`src/hdl/gb5_ram.sv`:
```
module gb5_ram #(
    parameter int WIDTH = 8,
    parameter int DEPTH = 256
) (
    input  logic                     clk,
    input  logic                     we,
    input  logic [$clog2(DEPTH)-1:0] waddr,
    input  logic [WIDTH-1:0]         wdata,
    input  logic [$clog2(DEPTH)-1:0] raddr,
    output logic [WIDTH-1:0]         rdata
);

    logic [WIDTH-1:0] mem [DEPTH];

    // read returns the old contents on a same-address write
    always_ff @(posedge clk)
    begin
        if (we)
        begin
            mem[waddr] <= wdata;
        end
        rdata <= mem[raddr];
    end

endmodule

```
`config.mk`:
```
export PLATFORM = sky130hd
export DESIGN_NAME = gb5_ram
export DESIGN_NICKNAME = d
export VERILOG_FILES = /design/src/hdl/gb5_ram.sv
export SDC_FILE = /design/constraint.sdc
export NUM_CORES = 2
export LEC_CHECK = 0
export BUFFER_PORTS_ARGS = -buffer_cell sky130_fd_sc_hd__buf_2
export CORE_ASPECT_RATIO = 1.5
export CORE_MARGIN = 5
export CORE_UTILIZATION = 63
export DETAILED_ROUTE_END_ITERATION = 10
export PLACE_DENSITY = 0.77
export SETUP_SLACK_MARGIN = 0.02
export SYNTH_ARGS = -nofsm -noshare
export SYNTH_HDL_FRONTEND = slang
export SYNTH_SLANG_ARGS = --single-unit
```
`constraint.sdc`:
```
create_clock -name clk -period 3.49 [get_ports clk]
set_input_delay 0.698 -clock clk [delete_from_list [all_inputs] [get_ports clk]]
set_output_delay 0.698 -clock clk [all_outputs]
set_load 0.005 [all_outputs]
```
Word level (Yosys, flattened, before mapping). Memories as Yosys holds them, arrays and structs flattened. A register that Yosys moved wholly into a read port is not among the register bits. Cells that the tools add are included.

Mux-type cells: 2.

Operator list (number): two-way mux 1 bit (2).

Bits in registers: 0. Memory bits (writable): 2048. Input port bits: 26. Output and inout bits: 8. Word-level logic and storage cells: 3. Memories: 1.

Memory list: mem (words 256, width 8, rd ports 1, clocked after memory_dff 1, write ports 1, line 13) `logic [WIDTH-1:0] mem [DEPTH];`.

Depth between registers and ports, before layout.
Depth in word-level cells: 2. Depth in mapped cells: 11. Gate-level depth less buffers: 6.

Worst setup path before layout. Ideal clock, no wire load.

Kind: input -> register. Start point: in raddr[0]. End point: reg rdata[2], read port of mem. Setup time: 131 ps. Arrival time: 2505 ps. Required time: 3359 ps. Path slack: 854 ps. Cell stages on the path: 9. Path buffers: 4. Cells stage by stage: buf_6 -> buf_12 -> buf_8 -> buf_2 -> mux4_2 -> a22oi_1 -> a21oi_1 -> nor4_1 -> nor4_2.

RTL lines: from (decl) (line 9) `input logic [$clog2(DEPTH)-1:0] raddr,`; to (decl) (line 10) `output logic [WIDTH-1:0] rdata`.

==> impl_metrics.py <==
metrics = {
    "job": {
        "drv_cap": 0,
    },
    "power_and_ir_drop": {
        "switchingPower_uw": 10200,
        "p_clk_share_pct": 38.7,
        "p_int_uw": 38600,
        "p_comb_share_pct": 5.4,
        "power_density_nw_per_um2": 540,
        "irDropWorstVdd_mv": 0.539,
        "leakage_uw": 0.0290,
        "p_seq_share_pct": 55.8,
        "power.switching_fraction_pct": 20.9,
    },
    "sta": {
        "fmax_mhz": 296,
        "setup_viol": 0,
        "report.final.hold_viol_count": 0,
        "relSlewSlack_pct": 19.2,
        "setup_slack_ns": 0.110,
        "layout_min_cycle_time_ns": 3.38,
        "fin_skew_ns": 0.0282,
        "rsz0062_at_grt": "no",
        "drv_slew": 0,
        "min_period_over_period_pct": 96.8,
        "tightest_slew_ns": 1.20,
        "hold_ws_ns": 0.437,
    },
    "critical_path": {
        "critPathLaunchType": "primary input",
        "crit_buf_inv": 5,
        "crit_cells": 10,
        "cp_common_cell": "buf_12",
        "worstSetupEndpointType": "flip-flop",
        "cp.required_ns": 4.19,
        "cpPeakStageDelay_ns": 1.06,
        "cp_max_fo": 20,
        "path_class": "in -> reg",
        "crit_family": "simple AND/OR/NAND/NOR gates",
        "cp_slowest_cell": "nor4_1",
        "worstPathCellList": "buf_8, buf_12, buf_12, buf_12, mux4_2, o211ai_1, nand3_1, nor4_1, buf_4, nor4_1",
        "arrival_ns": 4.08,
        "rr_worst_depth": 6,
    },
    "logic_synthesis": {
        "synthArstFlopShare_pct": 0,
        "syn_area_um2": 79600,
        "synth_cells": 3733,
        "ys_ff_latch": 2056,
        "synthFlopType": "edfxtp_1",
        "yosysSeqAreaShare_pct": 77.5,
        "ys_warn_count": 0,
        "synth_edf_count": 2048,
        "syn_nets": 3759,
        "yosysUniqueCellTypes": 55,
        "avgSynthCellArea_um2": 21.3,
    },
    "placement": {
        "hpwl_mm": 127,
        "portBuffers": 33,
        "pre_cts_ws_ns": -0.531,
        "placed_area_um2": 84900,
        "place_congestion": 0.889,
        "dp.cells": 5654,
    },
    "cts": {
        "clkTransAtPathRegs_ns": 0.07,
        "htree_levels": 4,
        "cts_tree": "done",
        "numCtsBuffers": 172,
        "cts_root_buf": "clkbuf_16",
        "clock_latency_ns": 0.80,
        "cts_resized": 0,
        "postCtsSetupBuffers": 0,
        "cts_buffer_depth": 3,
        "cts.sinks": 2056,
        "cts_hold_buf": 0,
    },
    "drt": {
        "drc": 0,
        "dr.pass1.iters": 6,
        "via_count": 41594,
        "dr.first_iter.drc_count": 5785,
        "totalWireLength_mm": 204,
        "wl_per_cell_um": 34.0,
        "avgViaCountPerCell": 6.96,
        "ant_nets": 0,
    },
    "floorplan": {
        "core_area_um2": 125000,
        "ios": 34,
        "die_w_um": 300,
        "start_util_pct": 63.5,
        "die_y_um": 445,
        "die_area_um2": 134000,
        "row_count": 159,
    },
    "global_route": {
        "grt_usage_pct": 30.9,
        "overflow": 0,
        "grt_pass1_vias": 42246,
        "grt_pass1_wl_mm": 295,
        "antenna_found_initial": 13,
        "grt_max_degree": 114,
    },
    "layout": {
        "drive_above_1_share_pct": 28.8,
        "stdcell_count": 5979,
        "area_growth_pct": 13.7,
        "finalInstanceArea_um2": 90400,
        "finalNetCount": 4244,
        "nFillCells": 6845,
    },
    "worst_hold_path": {
        "hold_class": "in -> reg",
        "holdPathStages": 1,
    },
    "run_status": {
        "outcome": "finished clean",
    },
}
[metrics by stage]
| step | power [uW] | util, % | TNS [ns] |
|---|---|---|---|
| 2_1_floorplan | 29100 | - | 0 |
| 3_3_place_gp | 30300 | 67.7 | -2.10 |
| 3_5_place_dp | 30400 | 67.7 | -2.26 |
| 4_1_cts | 48900 | 72.1 | 0 |
| 5_1_grt | 50200 | 72.1 | 0 |
| 6_report | 48800 | 72.1 | 0 |
[Yosys cell counts (27+ instances only)]
cell type | number | area share [%]
nand3_1 | 34 | 0.21
mux2i_1 | 134 | 1.7
a22oi_1 | 133 | 1.3
edfxtp_1 | 2048 | 77
o221ai_1 | 46 | 0.51
a21oi_1 | 96 | 0.60
clkbuf_1 | 111 | 0.52
nand2_1 | 33 | 0.16
nor2_1 | 282 | 1.3
o22ai_1 | 28 | 0.22
buf_2 | 31 | 0.20
nor2b_1 | 31 | 0.24
mux4_2 | 454 | 13
buf_4 | 27 | 0.25
[state kept, by name (all words and copies together) (netlist names)]
signal  flops
rdata       8
mem      2048
[cell type report]
cell class	instances	area, um2	share of cell area [%]
well taps	1610	2010	2.23
multi-input cells	1442	16500	18.2
inverters	2	7.51	0.00830
diodes	9	22.5	0.0249
flip-flops and latches	2056	61700	68.2
clock inverters	99	850	0.940
repair buffers	544	4730	5.24
clock buffers	217	4640	5.14
[cells by family (layout without fill, tap and decap cells)]
group	Yosys count	count (layout)	synth area share [%]
AND/OR/NAND/NOR	466	466	2.63
other	0	9	0
AO/OA/AOI/OAI	385	385	3.42
buffers and inverters	235	862	1.83
flip-flops	2056	2056	77.5
multiplexers	591	591	14.6
[per-layer routing]
metal,GRT usage (%),vias to the layer above,part of all wire [%]
met3,6.90,626,11
li1,-,16620,-
met1,39.9,21425,33
met2,50.8,2915,51
met4,15.1,8,6.0
met5,0,-,0.025
[power by group through the flow]
stage | Combinational (uW) | Sequential, uW | Clock (uW)
floorplan | 1320 | 27800 | 0
global placement | 2550 | 27800 | 0
detailed placement | 2610 | 27800 | 0
CTS | 2640 | 27200 | 19000
global route | 2760 | 27200 | 20200
finish | 2660 | 27200 | 18900
[layout by cell type (no fill, tap or decap), types with 37 or more instances in the layout]
cell type	Yosys	final
a21oi_1	96	96
a22oi_1	133	133
buf_12	8	51
buf_4	27	462
clkbuf_1	111	37
clkbuf_16	0	180
clkinv_1	1	43
edfxtp_1	2048	2048
mux2i_1	134	134
mux4_2	454	454
nor2_1	282	279
o221ai_1	46	46
[worst paths after layout]
check | end | slack [ns] | startpoint
setup / recovery | rdata[1] | 0.11 | raddr[0]
hold / removal | mem[51][5] | 0.44 | wdata[5]
setup reg to reg | rdata[0] | 0.50 | mem[76][0]
hold reg to reg | rdata[3] | 1.12 | mem[41][3]
[worst reg2reg max path, cell delays in order, from the launching register on]
cell and delay, ns:
edfxtp_1 0.36, mux4_2 0.45, nor2b_1 0.14, a211oi_1 0.56, nor2_1 0.23, nor4_1 0.96, nor4_2 0.14
(Power assumes the default switching activity.)
