===== src/hdl/gb5_pkg.sv =====
package gb5_pkg;

    localparam int MAX_WIDTH   = 1024;
    localparam int MAX_HEIGHT  = 1024;
    localparam int KSIZE       = 5;
    localparam int LINES       = KSIZE - 1;
    localparam int PIX_W       = 8;
    localparam int CFG_W       = 11;
    localparam int COORD_W     = 10;
    localparam int ADDR_W      = $clog2(MAX_WIDTH);
    localparam int ROW_W       = $clog2(MAX_HEIGHT);
    localparam int LINE_W      = LINES * PIX_W;

    localparam logic [CFG_W-1:0] WIDTH_RESET = CFG_W'(640);

    // weighted row sum and window sum widths (max 27285 and 69615)
    localparam int RS_W        = 15;
    localparam int SUM_W       = 17;

    // divide by 273: floor(sum * 245821 / 2^26), exact for sum < 2^17
    localparam int RECIP_W     = 18;
    localparam int RECIP_SHIFT = 26;
    localparam int PROD_W      = SUM_W + RECIP_W;
    localparam logic [RECIP_W-1:0] RECIP = RECIP_W'(245821);

    localparam int FIFO_DEPTH  = 8;
    localparam int FIFO_AW     = $clog2(FIFO_DEPTH);

    localparam logic [5:0] KERN [KSIZE][KSIZE] = '{
        '{6'd1, 6'd4,  6'd7,  6'd4,  6'd1},
        '{6'd4, 6'd16, 6'd26, 6'd16, 6'd4},
        '{6'd7, 6'd26, 6'd41, 6'd26, 6'd7},
        '{6'd4, 6'd16, 6'd26, 6'd16, 6'd4},
        '{6'd1, 6'd4,  6'd7,  6'd4,  6'd1}
    };

    typedef logic [KSIZE-1:0][KSIZE-1:0][PIX_W-1:0] gb5_win_t;
    typedef logic [KSIZE-1:0][PIX_W-1:0]            gb5_col_t;

    typedef struct packed {
        logic               emit;
        logic [COORD_W-1:0] cx;
        logic [COORD_W-1:0] cy;
    } gb5_tag_t;

    typedef struct packed {
        logic [PIX_W-1:0]   filtered;
        logic [COORD_W-1:0] cx;
        logic [COORD_W-1:0] cy;
    } gb5_res_t;

endpackage


===== src/hdl/gb5_kernel.sv =====
module gb5_kernel (
    input  logic              clk,
    input  logic              rst_n,
    input  gb5_pkg::gb5_win_t win,
    input  gb5_pkg::gb5_tag_t tag_in,
    output logic              push,
    output gb5_pkg::gb5_res_t res,
    output logic [1:0]        inflight
);
    import gb5_pkg::*;

    gb5_tag_t              t2_reg;
    gb5_tag_t              t3_reg;
    gb5_tag_t              t4_reg;
    logic [RS_W-1:0]       rs_reg [KSIZE];
    logic [RS_W-1:0]       rs_next [KSIZE];
    logic [SUM_W-1:0]      total_reg;
    logic [SUM_W-1:0]      total_next;
    logic [PROD_W-1:0]     prod;
    logic [PIX_W-1:0]      filt_reg;

    always_comb
    begin
        for (int r = 0; r < KSIZE; r++)
        begin
            rs_next[r] = '0;
            for (int c = 0; c < KSIZE; c++)
            begin
                rs_next[r] = rs_next[r] + RS_W'(KERN[r][c]) * RS_W'(win[r][c]);
            end
        end
        total_next = '0;
        for (int r = 0; r < KSIZE; r++)
        begin
            total_next = total_next + SUM_W'(rs_reg[r]);
        end
        prod = PROD_W'(total_reg) * PROD_W'(RECIP);
    end

    always_ff @(posedge clk or negedge rst_n)
    begin
        if (!rst_n)
        begin
            t2_reg <= '0;
            t3_reg <= '0;
            t4_reg <= '0;
        end
        else
        begin
            t2_reg <= tag_in;
            t3_reg <= t2_reg;
            t4_reg <= t3_reg;
        end
    end

    always_ff @(posedge clk)
    begin
        for (int r = 0; r < KSIZE; r++)
        begin
            rs_reg[r] <= rs_next[r];
        end
        total_reg <= total_next;
        filt_reg  <= prod[RECIP_SHIFT +: PIX_W];
    end

    assign push         = t4_reg.emit;
    assign res.filtered = filt_reg;
    assign res.cx       = t4_reg.cx;
    assign res.cy       = t4_reg.cy;
    assign inflight     = 2'(t2_reg.emit) + 2'(t3_reg.emit) + 2'(t4_reg.emit);

endmodule


===== config.mk =====
export PLATFORM = sky130hd
export DESIGN_NAME = gb5_kernel
export DESIGN_NICKNAME = d
export VERILOG_FILES = /design/src/hdl/gb5_pkg.sv /design/src/hdl/gb5_kernel.sv
export SDC_FILE = /design/constraint.sdc
export NUM_CORES = 1
export LEC_CHECK = 0
export BUFFER_PORTS_ARGS = -buffer_cell sky130_fd_sc_hd__buf_4
export CAP_MARGIN = 20
export CORE_ASPECT_RATIO = 0.7
export CORE_MARGIN = 10
export CORE_UTILIZATION = 38
export DETAILED_ROUTE_END_ITERATION = 10
export GPL_TIMING_DRIVEN = 0
export RECOVER_POWER = 50
export SLEW_MARGIN = 0
export SYNTH_ARGS = -nofsm -noshare
export SYNTH_HDL_FRONTEND = slang
export SYNTH_SLANG_ARGS = --single-unit

===== constraint.sdc =====
create_clock -name clk -period 5.62 [get_ports clk]
set_input_delay 0.562 -clock clk [delete_from_list [all_inputs] [get_ports clk]]
set_output_delay 0.562 -clock clk [all_outputs]
set_load 0.02 [all_outputs]

==> After elaboration in Yosys (flattened, before gate mapping) <==
Memory sizes are Yosys's and may differ from the RTL's.
Index checks and enable logic that the tools add are counted.
{ "classes": {"n_addsub": 26, "n_mul": 10} }
{ "op_table": {"columns": ["operator", "count"], "rows": [
  ["4-bit by 8-bit multiplier with 12-bit output (first input constant)", 4],
  ["3-bit by 8-bit multiplier with 11-bit output (first input constant)", 4],
  ["17-bit by 15-bit adder with 17-bit output", 2],
  ["17-bit by 18-bit multiplier with 34-bit output (second input constant)", 1],
  ["14-bit by 12-bit adder with 15-bit output", 2],
  ["15-bit by 10-bit adder with 15-bit output", 2],
  ["13-bit by 13-bit adder with 14-bit output", 2],
  ["13-bit by 8-bit adder with 14-bit output", 2],
  ["10-bit by 12-bit adder with 13-bit output", 2],
  ["12-bit by 10-bit adder with 13-bit output", 2],
  ["11-bit by 11-bit adder with 12-bit output", 2],
  ["8-bit by 10-bit adder with 11-bit output", 2],
  ["16-bit by 15-bit adder with 17-bit output", 1],
  ["15-bit by 15-bit adder with 16-bit output", 1],
  ["14-bit by 14-bit adder with 15-bit output", 1],
  ["15-bit by 11-bit adder with 15-bit output", 1],
  ["15-bit by 13-bit adder with 15-bit output", 1],
  ["11-bit by 13-bit adder with 14-bit output", 1],
  ["6-bit by 8-bit multiplier with 14-bit output (first input constant)", 1],
  ["1-bit by 1-bit adder with 2-bit output", 1],
  ["2-bit by 1-bit adder with 2-bit output", 1]
]} }
{ "word_totals": {"ff_bits": 88, "ramBits": 75, "inputBits": 223, "output_inout_bits": 31, "wordCells": 48, "n_memories": 1} }
{ "mem_list": {"columns": ["name", "words", "width", "rd", "rd_ports_with_merged_regs", "write_ports", "line", "rtl"], "rows": [
  ["rs_reg", 5, 15, 5, 0, 5, "gb5_kernel.sv:15", "logic [RS_W-1:0] rs_reg [KSIZE];"]
]} }

==> Logic depth before layout (Yosys ltp) <==
{ "depth": {"ltp_word": 5, "mapped_depth": 26, "mapped_depth_nobuf": 26} }

==> Worst setup path before layout <==
Ideal clock, no wire load.
{ "synth_path": {"path_kind": "input to register", "startpoint": "input win[89] in the netlist's numbering", "endpoint": "memory rs_reg[2][14] (netlist: rs_reg[0][44])", "setup_ns": 0.086, "arrival_time_ns": 6.020, "required_ns": 5.534, "slack_ns": -0.486, "path_stages": 23, "n_path_buf": 0, "cell_sequence": "ha_1 fa_1 ha_1 a21o_1 a21oi_1 o21bai_1 a21oi_1 xnor2_1 ha_1 fa_1 inv_1 fa_1 inv_1 fa_1 inv_1 fa_1 inv_1 ha_1 and3_1 nand2_1 a21oi_1 or2_2 a211oi_1"} }
{ "synth_lines": {"columns": ["element", "line", "rtl"], "rows": [
  ["from (decl)", "gb5_kernel.sv:4", "input gb5_pkg::gb5_win_t win,"],
  ["to (decl)", "gb5_kernel.sv:15", null]
]} }

==> key figures <==
Clock network
  • CTS Buf Count: 17
  • Clock latency on the worst-skew pair: approximately 0.44 ns
  • Root Buffer: clkbuf_16
  • CTS Sinks: ~160
  • CTS H-tree depth: 4
  • CTS tree: done
  • Clock Path Buffers: 2
  • Hold Buf Count CTS: 0
  • Clock slew at reported path FFs: 0.06 ns

Floorplanning
  • Chip width: a little under 300 um
  • Die Area: about 60000 um^2
  • Row cnt: a little under 70
  • Die Y-Extent: approximately 210 um
  • # IOs: ~250
  • Initial core utilization: between 30% and 40%
  • Core Region: ~50000 um^2

STA
  • Final Slew Violations: 64
  • Fmax: between 150 and 200 MHz
  • RSZ-0062 raised after global routing: true
  • Final worst-path cycle share: between 90 and 100%
  • Hold_ws: 0.250 ns
  • Clock skew: approximately 0.013 ns
  • Worst-margin pin slew: around 3.2 ns
  • Crit path time final: between 5 and 6 ns
  • Slew headroom: -111%
  • Setup violators final: 0
  • Final Hold Fails: 0

Synth
  • Synth top area cells: fa_1 (33%), ha_1 (24%), inv_1 (10%), dfxtp_1 (9.8%), dfrtp_1 (8.2%)
  • Count leader, synth: inv_1
  • Dominant cell type by area after synthesis: fa_1
  • Number of synthesized flops with an enable pin: 0
  • Async SR Flop Fraction: ~40%
  • Synth Instances: 1796
  • Synth Area per Inst: roughly 11 um^2
  • Post-Syn Area: roughly 19000 um^2
  • Number of synthesized register bits: 157
  • Top FF cell, synth: dfxtp_1
  • Synth Warn #: 0
  • Seq/Total Area, Yosys: 18.0%
  • Netlist cell types: 55
  • Top-area cell type share of the netlist area: around 33%
  • Synth top cells by count: inv_1 (516), ha_1 (369), fa_1 (318)
  • Mapped Nets: 2706

Critical path
  • Critical R2R Launch: total_reg[11]
  • Worst-path maximum fanout: 3
  • Crit start category: primary input
  • Critical Path Sink Type: register
  • Kind of critical path: primary input to register
  • CP Data Required Time: 5.97 ns
  • Crit path DAT: about 5.9 ns
  • Crit path from: win[89]

Final layout
  • Final non-filler cell area: ~23000 um^2
  • Area of the multi-input gates: roughly 14000 um^2
  • # fillers: around 4700
  • Max FFs per register: 69
  • # nets final: between 2000 and 3000
  • Storage cell area: around 3500 um^2
  • Area grow syn2layout: 19.2%
  • Post-Layout Cell Count: approximately 2800
  • Layout cells sized above 1: 17.0%

Route
  • DRC viols: 0
  • Wirelength per Cell: 15.1 um
  • Number of vias in the routed layout: about 12000
  • Routed Wire Length: roughly 42000 um
  • Initial DRT Pass Iterations: 5
  • Vias per std cell: between 4 and 5
  • Antenna Violating Nets Remaining: 0
  • Initial DRC count: 431

Placement
  • Buffers on Ports: 253
  • Placed Instances: between 2000 and 3000
  • Cell area after placement: ~22000 um^2
  • DP Wirelength: 38300 um
  • Gp weighted congestion: 0.843

Global route
  • Overflow after GRT: 0
  • Pin count of the biggest net entering global routing: 64
  • Antenna violations before repair: 1
  • Vias in the first global route: between 10000 and 15000
  • GRT Overall Usage: about 14%
  • First-pass GRT wire length: between 60000 and 70000 um

Hold path
  • Hold path start: tag_in[5]
  • Worst hold path class: primary input to register

Run
  • Max-cap viol count: 1

Outcome
  • Status: finished with violations
  • Failing checks: max-capacitance violations, max-slew violations
[area by class of cell]
| type | count | share of cell area (%) |
|---|---|---|
| repair buffers | 265 | 8.71 |
| clock buffers | 20 | 2.14 |
| inverters | 516 | 8.46 |
| well taps | 665 | 3.64 |
| multi-input cells | 1122 | 61.4 |
| flip-flops and latches | 157 | 15.1 |
| diodes | 1 | 0.0109 |
| clock inverters | 11 | 0.454 |
| plain buffers | 1 | 0.0164 |
[cell families (layout without fill, tap and decap cells)]
kind of cell             count (synthesis)  count (layout)  share of synthesized area [%]
adder cells (fa/ha/maj)                687             687                           57.2
buffers and inverters                  517             813                           10.1
AO/OA/AOI/OAI                          210             210                           6.88
flip-flops                             157             157                           18.0
AND/OR/NAND/NOR                        137             137                           3.78
XOR/XNOR                                84              84                           3.83
multiplexers                             4               4                          0.208
other                                    0               1                              0
[cell usage in the layout, fill, tap and decap left out, types with 12 or more instances in the layout]
cell type | synthesis | layout
inv_1 | 516 | 509
xor2_1 | 33 | 32
ha_1 | 369 | 358
nor2b_1 | 12 | 12
dfrtp_1 | 63 | 63
dfxtp_1 | 94 | 89
clkbuf_4 | 0 | 21
a21oi_1 | 83 | 75
fa_1 | 318 | 316
a21o_1 | 36 | 36
xnor2_1 | 51 | 49
clkbuf_16 | 0 | 19
o21bai_1 | 16 | 14
nand3_1 | 17 | 17
o21ai_0 | 35 | 33
buf_4 | 0 | 238
nor2_1 | 23 | 20
nand2_1 | 37 | 34
[critical path: stages]
cell      delay (ns)
buf_8           0.11
ha_4            0.23
fa_2            0.56
ha_1            0.23
a21o_1          0.19
a21oi_2         0.18
o21bai_2        0.09
a21oi_2         0.20
xnor2_2         0.14
ha_2            0.29
fa_1            0.47
inv_1           0.05
fa_1            0.47
inv_1           0.05
fa_1            0.49
inv_2           0.04
fa_1            0.51
inv_2           0.05
ha_4            0.23
and3_4          0.20
nand2_4         0.06
a21oi_4         0.04
or2_4           0.27
a211oi_2        0.19
[worst paths after layout]
kind,endpoint,slack (ns),cells past startpoint
min in group asynchronous,res[10],1.17,1
min,t2_reg[5],0.25,1
max in group asynchronous,t3_reg[15],2.65,1
min reg2reg,res[4],0.34,0
max,rs_reg[0][44],0.08,24
max reg2reg,filt_reg[7],0.25,20
[per-stage QoR]
step	TNS (ns)	setup slack, ns	util, %
6_report	0	0.0754	46.1
5_1_grt	-0.237	-0.0965	46.1
3_3_place_gp	-2.83	-0.626	44.4
3_5_place_dp	-3.33	-0.661	44.4
4_1_cts	0	0.0131	45.7
2_1_floorplan	-0.221	-0.121	-
[routing by layer]
metal  track usage (%)  part of all wire (%)  vias to the layer above  routed length [um]
li1                  -                     -                     6152                   -
met1              19.2                    48                     5992               19800
met2              23.8                    47                      196               19700
met3              2.68                   4.0                       20                1650
met4              2.65                  0.90                        0                 376
met5                 0                     0                        -                   0
[what timing repair did]
action | 4_1_cts | 5_1_grt
pin swaps | 12 | 36
gates resized for setup | 6 | 36
setup endpoints to repair | 4 | 9
setup buffers | 4 | 8
Power is left out: the tool's default activity adds up to more than one toggle a clock period on the data nets, which glitch-free logic cannot reach.
